--- src/sv/i2cmt_pkg.sv ---
// ----------------------------------------------------------------------------
// i2cmt_pkg
// Shared types and constants of the I2C master transaction sequencer.
// ----------------------------------------------------------------------------
package i2cmt_pkg;

    localparam int unsigned BYTE_W         = 8;
    localparam int unsigned BITCNT_W       = 4;
    localparam int unsigned S_TDATA_W      = 32;
    localparam int unsigned M_TDATA_W      = 16;

    localparam logic [BYTE_W-1:0]   ACK_WINDOW_RESET = 8'd5;
    localparam logic [BITCNT_W-1:0] BITS_PER_BYTE    = 4'd8;

    typedef enum logic [3:0] {
        PH_IDLE       = 4'd0,
        PH_START_LOW  = 4'd1,
        PH_W_SETUP    = 4'd2,
        PH_W_HIGH     = 4'd3,
        PH_ACK_REL    = 4'd4,
        PH_ACK_WAIT   = 4'd5,
        PH_R_LOW      = 4'd6,
        PH_R_HIGH     = 4'd7,
        PH_MA_LOW     = 4'd8,
        PH_MA_HIGH    = 4'd9,
        PH_STOP_LOW   = 4'd10,
        PH_STOP_HIGH  = 4'd11,
        PH_STOP_END   = 4'd12,
        PH_ASTOP_LOW  = 4'd13,
        PH_ASTOP_HIGH = 4'd14,
        PH_ASTOP_END  = 4'd15
    } phase_t;

    typedef struct packed {
        logic              op;
        logic [BYTE_W-1:0] wr_bytes;
        logic [BYTE_W-1:0] rd_bytes;
        logic [BYTE_W-1:0] tx_byte;
        logic              sda_in;
    } tick_t;

    typedef struct packed {
        logic              nack_abort;
        logic              done_res;
        logic              busy_res;
        logic              rx_valid;
        logic [BYTE_W-1:0] rx_byte;
        logic              tx_taken;
        logic              sda_released;
        logic              sda_level;
        logic              scl_level;
    } result_t;

endpackage

--- src/sv/i2cmt_seq.sv ---
// ----------------------------------------------------------------------------
// i2cmt_seq
// Phase sequencer: bus state registers plus the per-tick next state and pin
// levels. State advances only on a step.
// ----------------------------------------------------------------------------
module i2cmt_seq (
    input  logic                             aclk,
    input  logic                             aresetn,
    input  logic                             step,
    input  i2cmt_pkg::tick_t                 tick,
    input  logic [i2cmt_pkg::BYTE_W-1:0]     ack_window,
    output i2cmt_pkg::result_t               result
);
    import i2cmt_pkg::*;

    phase_t              phase_reg,       phase_next;
    logic [BITCNT_W-1:0] bit_cnt_reg,     bit_cnt_next;
    logic [BYTE_W-1:0]   shift_reg,       shift_next;
    logic [BYTE_W-1:0]   writes_left_reg, writes_left_next;
    logic [BYTE_W-1:0]   reads_left_reg,  reads_left_next;
    logic [BYTE_W-1:0]   ack_timer_reg,   ack_timer_next;
    logic                ack_seen_reg,    ack_seen_next;

    logic [BITCNT_W-1:0] bit_cnt_inc;
    logic [BYTE_W-1:0]   writes_dec;
    logic [BYTE_W-1:0]   reads_dec;
    logic [BYTE_W-1:0]   shift_in;
    logic                ack_now;
    phase_t              after_writes;
    phase_t              after_ack;

    always_ff @(posedge aclk) begin
        if (!aresetn) begin
            phase_reg       <= PH_IDLE;
            bit_cnt_reg     <= '0;
            shift_reg       <= '0;
            writes_left_reg <= '0;
            reads_left_reg  <= '0;
            ack_timer_reg   <= '0;
            ack_seen_reg    <= 1'b0;
        end else if (step) begin
            phase_reg       <= phase_next;
            bit_cnt_reg     <= bit_cnt_next;
            shift_reg       <= shift_next;
            writes_left_reg <= writes_left_next;
            reads_left_reg  <= reads_left_next;
            ack_timer_reg   <= ack_timer_next;
            ack_seen_reg    <= ack_seen_next;
        end
    end

    always_comb begin
        bit_cnt_inc = bit_cnt_reg + 1'b1;
        writes_dec  = (writes_left_reg != '0) ? writes_left_reg - 1'b1 : writes_left_reg;
        reads_dec   = (reads_left_reg != '0) ? reads_left_reg - 1'b1 : reads_left_reg;
        shift_in    = {shift_reg[BYTE_W-2:0], tick.sda_in};
        ack_now     = ack_seen_reg | ~tick.sda_in;

        if (writes_left_reg != '0) begin
            after_writes = PH_W_SETUP;
        end else if (reads_left_reg != '0) begin
            after_writes = PH_R_LOW;
        end else begin
            after_writes = PH_STOP_LOW;
        end

        if (writes_dec != '0) begin
            after_ack = PH_W_SETUP;
        end else if (reads_left_reg != '0) begin
            after_ack = PH_R_LOW;
        end else begin
            after_ack = PH_STOP_LOW;
        end
    end

    always_comb begin
        phase_next       = phase_reg;
        bit_cnt_next     = bit_cnt_reg;
        shift_next       = shift_reg;
        writes_left_next = writes_left_reg;
        reads_left_next  = reads_left_reg;
        ack_timer_next   = ack_timer_reg;
        ack_seen_next    = ack_seen_reg;

        result              = '0;
        result.scl_level    = 1'b1;
        result.sda_level    = 1'b1;
        result.busy_res     = 1'b1;

        unique case (phase_reg)
            PH_START_LOW: begin
                result.scl_level = 1'b0;
                result.sda_level = 1'b0;
                bit_cnt_next     = '0;
                phase_next       = after_writes;
            end
            PH_W_SETUP: begin
                result.scl_level = 1'b0;
                if (bit_cnt_reg == '0) begin
                    shift_next       = tick.tx_byte;
                    result.tx_taken  = 1'b1;
                    result.sda_level = tick.tx_byte[BYTE_W-1];
                end else begin
                    result.sda_level = shift_reg[BYTE_W-1];
                end
                phase_next = PH_W_HIGH;
            end
            PH_W_HIGH: begin
                result.sda_level = shift_reg[BYTE_W-1];
                shift_next       = {shift_reg[BYTE_W-2:0], 1'b0};
                if (bit_cnt_inc >= BITS_PER_BYTE) begin
                    bit_cnt_next = '0;
                    phase_next   = PH_ACK_REL;
                end else begin
                    bit_cnt_next = bit_cnt_inc;
                    phase_next   = PH_W_SETUP;
                end
            end
            PH_ACK_REL: begin
                result.scl_level    = 1'b0;
                result.sda_released = 1'b1;
                ack_timer_next      = (ack_window != '0) ? ack_window : BYTE_W'(1);
                ack_seen_next       = 1'b0;
                phase_next          = PH_ACK_WAIT;
            end
            PH_ACK_WAIT: begin
                result.sda_released = 1'b1;
                ack_seen_next       = ack_now;
                if (ack_timer_reg <= BYTE_W'(1)) begin
                    ack_timer_next = '0;
                    if (ack_now) begin
                        writes_left_next = writes_dec;
                        phase_next       = after_ack;
                    end else begin
                        phase_next = PH_ASTOP_LOW;
                    end
                end else begin
                    ack_timer_next = ack_timer_reg - 1'b1;
                end
            end
            PH_R_LOW: begin
                result.scl_level    = 1'b0;
                result.sda_released = 1'b1;
                phase_next          = PH_R_HIGH;
            end
            PH_R_HIGH: begin
                result.sda_released = 1'b1;
                shift_next          = shift_in;
                if (bit_cnt_inc >= BITS_PER_BYTE) begin
                    bit_cnt_next    = '0;
                    result.rx_byte  = shift_in;
                    result.rx_valid = 1'b1;
                    reads_left_next = reads_dec;
                    phase_next      = PH_MA_LOW;
                end else begin
                    bit_cnt_next = bit_cnt_inc;
                    phase_next   = PH_R_LOW;
                end
            end
            PH_MA_LOW: begin
                result.scl_level = 1'b0;
                result.sda_level = (reads_left_reg == '0);
                phase_next       = PH_MA_HIGH;
            end
            PH_MA_HIGH: begin
                result.sda_level = (reads_left_reg == '0);
                phase_next       = (reads_left_reg != '0) ? PH_R_LOW : PH_STOP_LOW;
            end
            PH_STOP_LOW, PH_ASTOP_LOW: begin
                result.scl_level = 1'b0;
                result.sda_level = 1'b0;
                phase_next = (phase_reg == PH_STOP_LOW) ? PH_STOP_HIGH : PH_ASTOP_HIGH;
            end
            PH_STOP_HIGH, PH_ASTOP_HIGH: begin
                result.sda_level = 1'b0;
                phase_next = (phase_reg == PH_STOP_HIGH) ? PH_STOP_END : PH_ASTOP_END;
            end
            PH_STOP_END, PH_ASTOP_END: begin
                result.done_res   = 1'b1;
                result.nack_abort = (phase_reg == PH_ASTOP_END);
                writes_left_next  = '0;
                reads_left_next   = '0;
                phase_next        = PH_IDLE;
            end
            PH_IDLE: begin
                if (tick.op) begin
                    writes_left_next = tick.wr_bytes;
                    reads_left_next  = tick.rd_bytes;
                    bit_cnt_next     = '0;
                    ack_seen_next    = 1'b0;
                    ack_timer_next   = '0;
                    result.sda_level = 1'b0;
                    phase_next       = PH_START_LOW;
                end else begin
                    result.busy_res = 1'b0;
                end
            end
            default: begin
                phase_next = PH_IDLE;
            end
        endcase

        if (result.sda_released) begin
            result.sda_level = 1'b1;
        end
    end

endmodule

--- src/sv/i2c_master_transaction_top.sv ---
// ----------------------------------------------------------------------------
// i2c_master_transaction_top
// I2C master transaction sequencer, one bus phase per transfer.
// ----------------------------------------------------------------------------
// Each s_ transfer is one bus phase tick carrying the sampled SDA level and,
// on a begin tick, the write and read byte counts. Each tick yields exactly
// one m_ transfer with the SCL/SDA levels, tx byte take strobe, received
// byte and busy/done/abort flags.
// cfg_ channel writes the ack window length (ticks SCL is held high waiting
// for the slave ACK); it is always ready and should only be written while
// the bus is idle.
// A transferred tick waits in the input register; its phase update is
// combinational, and the result enters the output register once the
// output is free. Throughput: one tick per cycle while m_ is not stalled,
// set by the phase update between the input and output registers.
// Reset clears both valid flags and returns the bus to idle, both lines
// high, ack window 5. When m_tready is low the output holds, an empty input
// register still takes one more tick, then s_tready drops until m_ drains.
// ----------------------------------------------------------------------------
module i2c_master_transaction_top (
    input  logic                                 aclk,
    input  logic                                 aresetn,
    // [7:0] wr_bytes, [15:8] rd_bytes, [23:16] tx_byte, [24] sda_in
    input  logic [i2cmt_pkg::S_TDATA_W-1:0]      s_tdata,
    // [0] op
    input  logic [0:0]                           s_tuser,
    input  logic                                 s_tvalid,
    output logic                                 s_tready,
    // [0] scl_level, [1] sda_level, [2] sda_released, [3] tx_taken,
    // [11:4] rx_byte, [12] rx_valid, [13] busy_res, [14] done_res,
    // [15] nack_abort
    output logic [i2cmt_pkg::M_TDATA_W-1:0]      m_tdata,
    output logic                                 m_tvalid,
    input  logic                                 m_tready,
    input  logic [i2cmt_pkg::BYTE_W-1:0]         cfg_data,
    input  logic                                 cfg_valid,
    output logic                                 cfg_ready
);
    import i2cmt_pkg::*;

    tick_t             in_reg,        in_next;
    logic              in_valid_reg,  in_valid_next;
    result_t           out_reg;
    logic              out_valid_reg, out_valid_next;
    logic [BYTE_W-1:0] ack_window_reg;
    result_t           result;
    logic              out_free;
    logic              step;
    logic              s_xfer;

    assign out_free  = !out_valid_reg || m_tready;
    assign step      = in_valid_reg && out_free;
    assign s_tready  = !in_valid_reg || out_free;
    assign s_xfer    = s_tvalid && s_tready;
    assign cfg_ready = 1'b1;

    always_comb begin
        in_next.op       = s_tuser[0];
        in_next.wr_bytes = s_tdata[7:0];
        in_next.rd_bytes = s_tdata[15:8];
        in_next.tx_byte  = s_tdata[23:16];
        in_next.sda_in   = s_tdata[24];

        if (s_xfer) begin
            in_valid_next = 1'b1;
        end else if (step) begin
            in_valid_next = 1'b0;
        end else begin
            in_valid_next = in_valid_reg;
        end

        if (step) begin
            out_valid_next = 1'b1;
        end else if (m_tready) begin
            out_valid_next = 1'b0;
        end else begin
            out_valid_next = out_valid_reg;
        end
    end

    always_ff @(posedge aclk) begin
        if (!aresetn) begin
            in_valid_reg   <= 1'b0;
            out_valid_reg  <= 1'b0;
            ack_window_reg <= ACK_WINDOW_RESET;
        end else begin
            in_valid_reg  <= in_valid_next;
            out_valid_reg <= out_valid_next;
            if (cfg_valid && cfg_ready) begin
                ack_window_reg <= cfg_data;
            end
        end
    end

    always_ff @(posedge aclk) begin
        if (s_xfer) begin
            in_reg <= in_next;
        end
        if (step) begin
            out_reg <= result;
        end
    end

    i2cmt_seq u_seq (
        .aclk       (aclk),
        .aresetn    (aresetn),
        .step       (step),
        .tick       (in_reg),
        .ack_window (ack_window_reg),
        .result     (result)
    );

    assign m_tvalid = out_valid_reg;
    assign m_tdata  = out_reg;

endmodule
--- config.mk ---
export PLATFORM = sky130hd
export DESIGN_NAME = i2c_master_transaction_top
export DESIGN_NICKNAME = d
export VERILOG_FILES = /design/src/sv/i2cmt_pkg.sv /design/src/sv/i2cmt_seq.sv /design/src/sv/i2c_master_transaction_top.sv
export SDC_FILE = /design/constraint.sdc
export NUM_CORES = 1
export LEC_CHECK = 0
export BUFFER_PORTS_ARGS = -buffer_cell sky130_fd_sc_hd__buf_2
export CORE_MARGIN = 1
export CORE_UTILIZATION = 42
export DETAILED_ROUTE_END_ITERATION = 7
export GPL_ROUTABILITY_DRIVEN = 0
export PLACE_DENSITY = 0.65
export SLEW_MARGIN = 30
export SYNTH_ARGS = -nofsm -noshare
export SYNTH_HDL_FRONTEND = slang
export SYNTH_SLANG_ARGS = --single-unit
export TNS_END_PERCENT = 100
--- constraint.sdc ---
create_clock -name aclk -period 2.3 [get_ports aclk]
set_input_delay 0.46 -clock aclk [delete_from_list [all_inputs] [get_ports aclk]]
set_output_delay 0.46 -clock aclk [all_outputs]
set_load 0.05 [all_outputs]
==> out/qor.yml <==
core-area_um2: 10800
die-area_um2: 11500
cp.arrival_ps: 2370
wl_per_cell_um: 15.5
rows: 38
relSlewSlack: 0.617
criticalPathCategory: "flip-flop to flip-flop"
r2r_slack_ps: 180
hold_violations: 0
drive_above_1_share: 0.238
rsz0062_at_grt: "false"
grt_max_degree: 27
ys_top_cells_by_area: "edfxtp_1 27%, dfxtp_1 22%, mux2i_1 3.9%, nor2_1 3.7%, nand2_1 2.7%"
synth.avg_cell_area_um2: 10.0
setup_viol: 0
skew_ps: 10.2
antenna_cells: 0
fin_setup_tns_ps: 0
dp_hpwl_um: 7220
vias: 3753
synth_top_area_frac: 0.271
drtIter0Drc: 196
power_density_nw_per_um2: 768
root_buffer: "clkbuf_8"
status: "completed"
post-route-cell-area_um2: 5380
clock.fmax_mhz: 472
grt_pass1_vias: 3571
end_kind: "flip-flop"
critPathMaxStageDelay_ps: 490
seq_area_frac_synth: 0.491
synth_top_area_cell: "edfxtp_1"
drc: 0
track_usage: 0.194
cts_sinks: 93
final_nets: 580
dieHeight_um: 107
critical_path.top_delay_family: "simple AND/OR/NAND/NOR gates"
place_ws_ps: 201
io_pins: 65
syn-num-nets: 515
leakagePower_uw: 0.00210
worst_slack_ps: 180
grt_overflow: 0
cts_buffers: 9
clk_latency_ps: 370
ys.flop_type: "dfxtp_1"
hold_slack_ps: 251
syn2layout_area_growth_pct: 15.8
grt_pass1_wl_um: 17300
start_util: 0.431
wl_um: 10400
synthesis.area_um2: 4650
synth_edf_count: 42
antenna_found_initial: 0
final_antenna_net_count: 0
crit_required_ps: 2550
htree_levels: 3
yosys_warnings: 0
io_buffers: 56
crit_chain: "inv_1 -> ha_1 -> or3b_2 -> nor3_2 -> mux2_2 -> a22oi_1 -> a211oi_2"
firstDrtPassIters: 5
async_reset_ff_frac: 0
post_cts_buffers: 0
cts.reportedPaths.clkPinSlew_ps: 100
cts_tree: "built"
cap_violations: 0
placed_area_um2: 5170
crit_buf_inv: 1
worstMarginPinSlew_ps: 570
yosys_register_bits: 93
crit_path_start_kind: "flip-flop"
hp-class: "input pin to flip-flop"
ir_drop_mv: 0.343
final.period_utilization: 0.922
synthDistinctLibCells: 72
post-route-min-period_ps: 2120
largest_register_ffs: 26
cts_buffer_depth: 2
critPathMaxFanout: 7
synth_cells: 463
slowest_stage: "or3b_2"
die_x_um: 107
vias_per_cell: 5.58
drv_slew: 0
==> cell families (layout without fill, tap and decap cells) <==
group / Yosys count / count (layout) / share of synthesized area
XOR/XNOR: 11 / 11 / 0.0207
flip-flops: 93 / 93 / 0.491
adder cells (fa/ha/maj): 6 / 6 / 0.0161
AND/OR/NAND/NOR: 164 / 164 / 0.184
buffers and inverters: 44 / 114 / 0.0425
multiplexers: 20 / 20 / 0.0436
AO/OA/AOI/OAI: 124 / 124 / 0.202
other: 1 / 1 / 0.000807
==> report_power, final <==
part / internal [uW] / leakage, uW / switching, uW / total (uW)
clock network: 517 / 0.0000980 / 616 / 1130
registers: 1830 / 0.000824 / 98.9 / 1930
logic: 429 / 0.00118 / 636 / 1070
==> final timing paths <==
check	startpoint	to	depth (start not counted)
min reg2reg	ack_window_reg[0]	ack_window_reg[0]	2
max reg2reg	u_seq.writes_left_reg[0]	u_seq.writes_left_reg[6]	7
min	s_tdata[20]	in_reg[5]	1
max	u_seq.writes_left_reg[0]	u_seq.writes_left_reg[6]	7
==> what timing repair did <==
action	in CTS	in global routing
endpoints found under the setup margin	0	2
resized for setup	0	1
hold buffers	0	0
==> placed cells by master, fill, tap and decap left out, types with 6 or more instances in the layout <==
cell and n:
buf_2 56, dfxtp_1 51, nor2_1 44, edfxtp_1 42, nand2_1 34, buf_4 26
a21oi_1 24, o21ai_0 18, mux2i_1 18, inv_1 16, nor3_1 16, a211oi_1 11
nand3_1 10, and3_1 10, clkbuf_8 9, nand2b_1 7, nor4_1 7, nor2b_1 6
xor2_1 6, o31ai_1 6, ha_1 6
==> stage by stage <==
| step | total power [uW] | std cells | util |
|---|---|---|---|
| floorplan | 2740 | 463 | - |
| global placement | 3000 | 657 | 0.479 |
| detailed placement | 3030 | 657 | 0.479 |
| CTS | 4160 | 673 | 0.498 |
| global route | 4360 | 673 | 0.499 |
| finish | 4130 | 673 | 0.499 |
==> cells in the mapped netlist, types with 10 or more instances <==
cell and number:
a211oi_1 11, a21oi_1 24, and3_1 10, buf_2 11, clkbuf_1 13, dfxtp_1 51
edfxtp_1 42, inv_1 16, mux2i_1 18, nand2_1 34, nand3_1 10, nor2_1 46
nor3_1 16, o21ai_0 18
==> per-layer routing <==
metal  GRT usage  wire length (um)
met1       0.267              4980
met2       0.308              4860
met3      0.0274               420
met4      0.0783               189
met5           0                 0
==> cell type report <==
| class | instances | area, um2 |
|---|---|---|
| fill | 1001 | 5410 |
| sequential | 93 | 2280 |
| multi-input combinational | 326 | 2180 |
| inverter | 16 | 60.1 |
| timing repair buffer | 82 | 475 |
| tap | 140 | 175 |
| clock inverter | 7 | 82.6 |
| clock buffer | 9 | 124 |
Power figures use the tool's default switching activity.
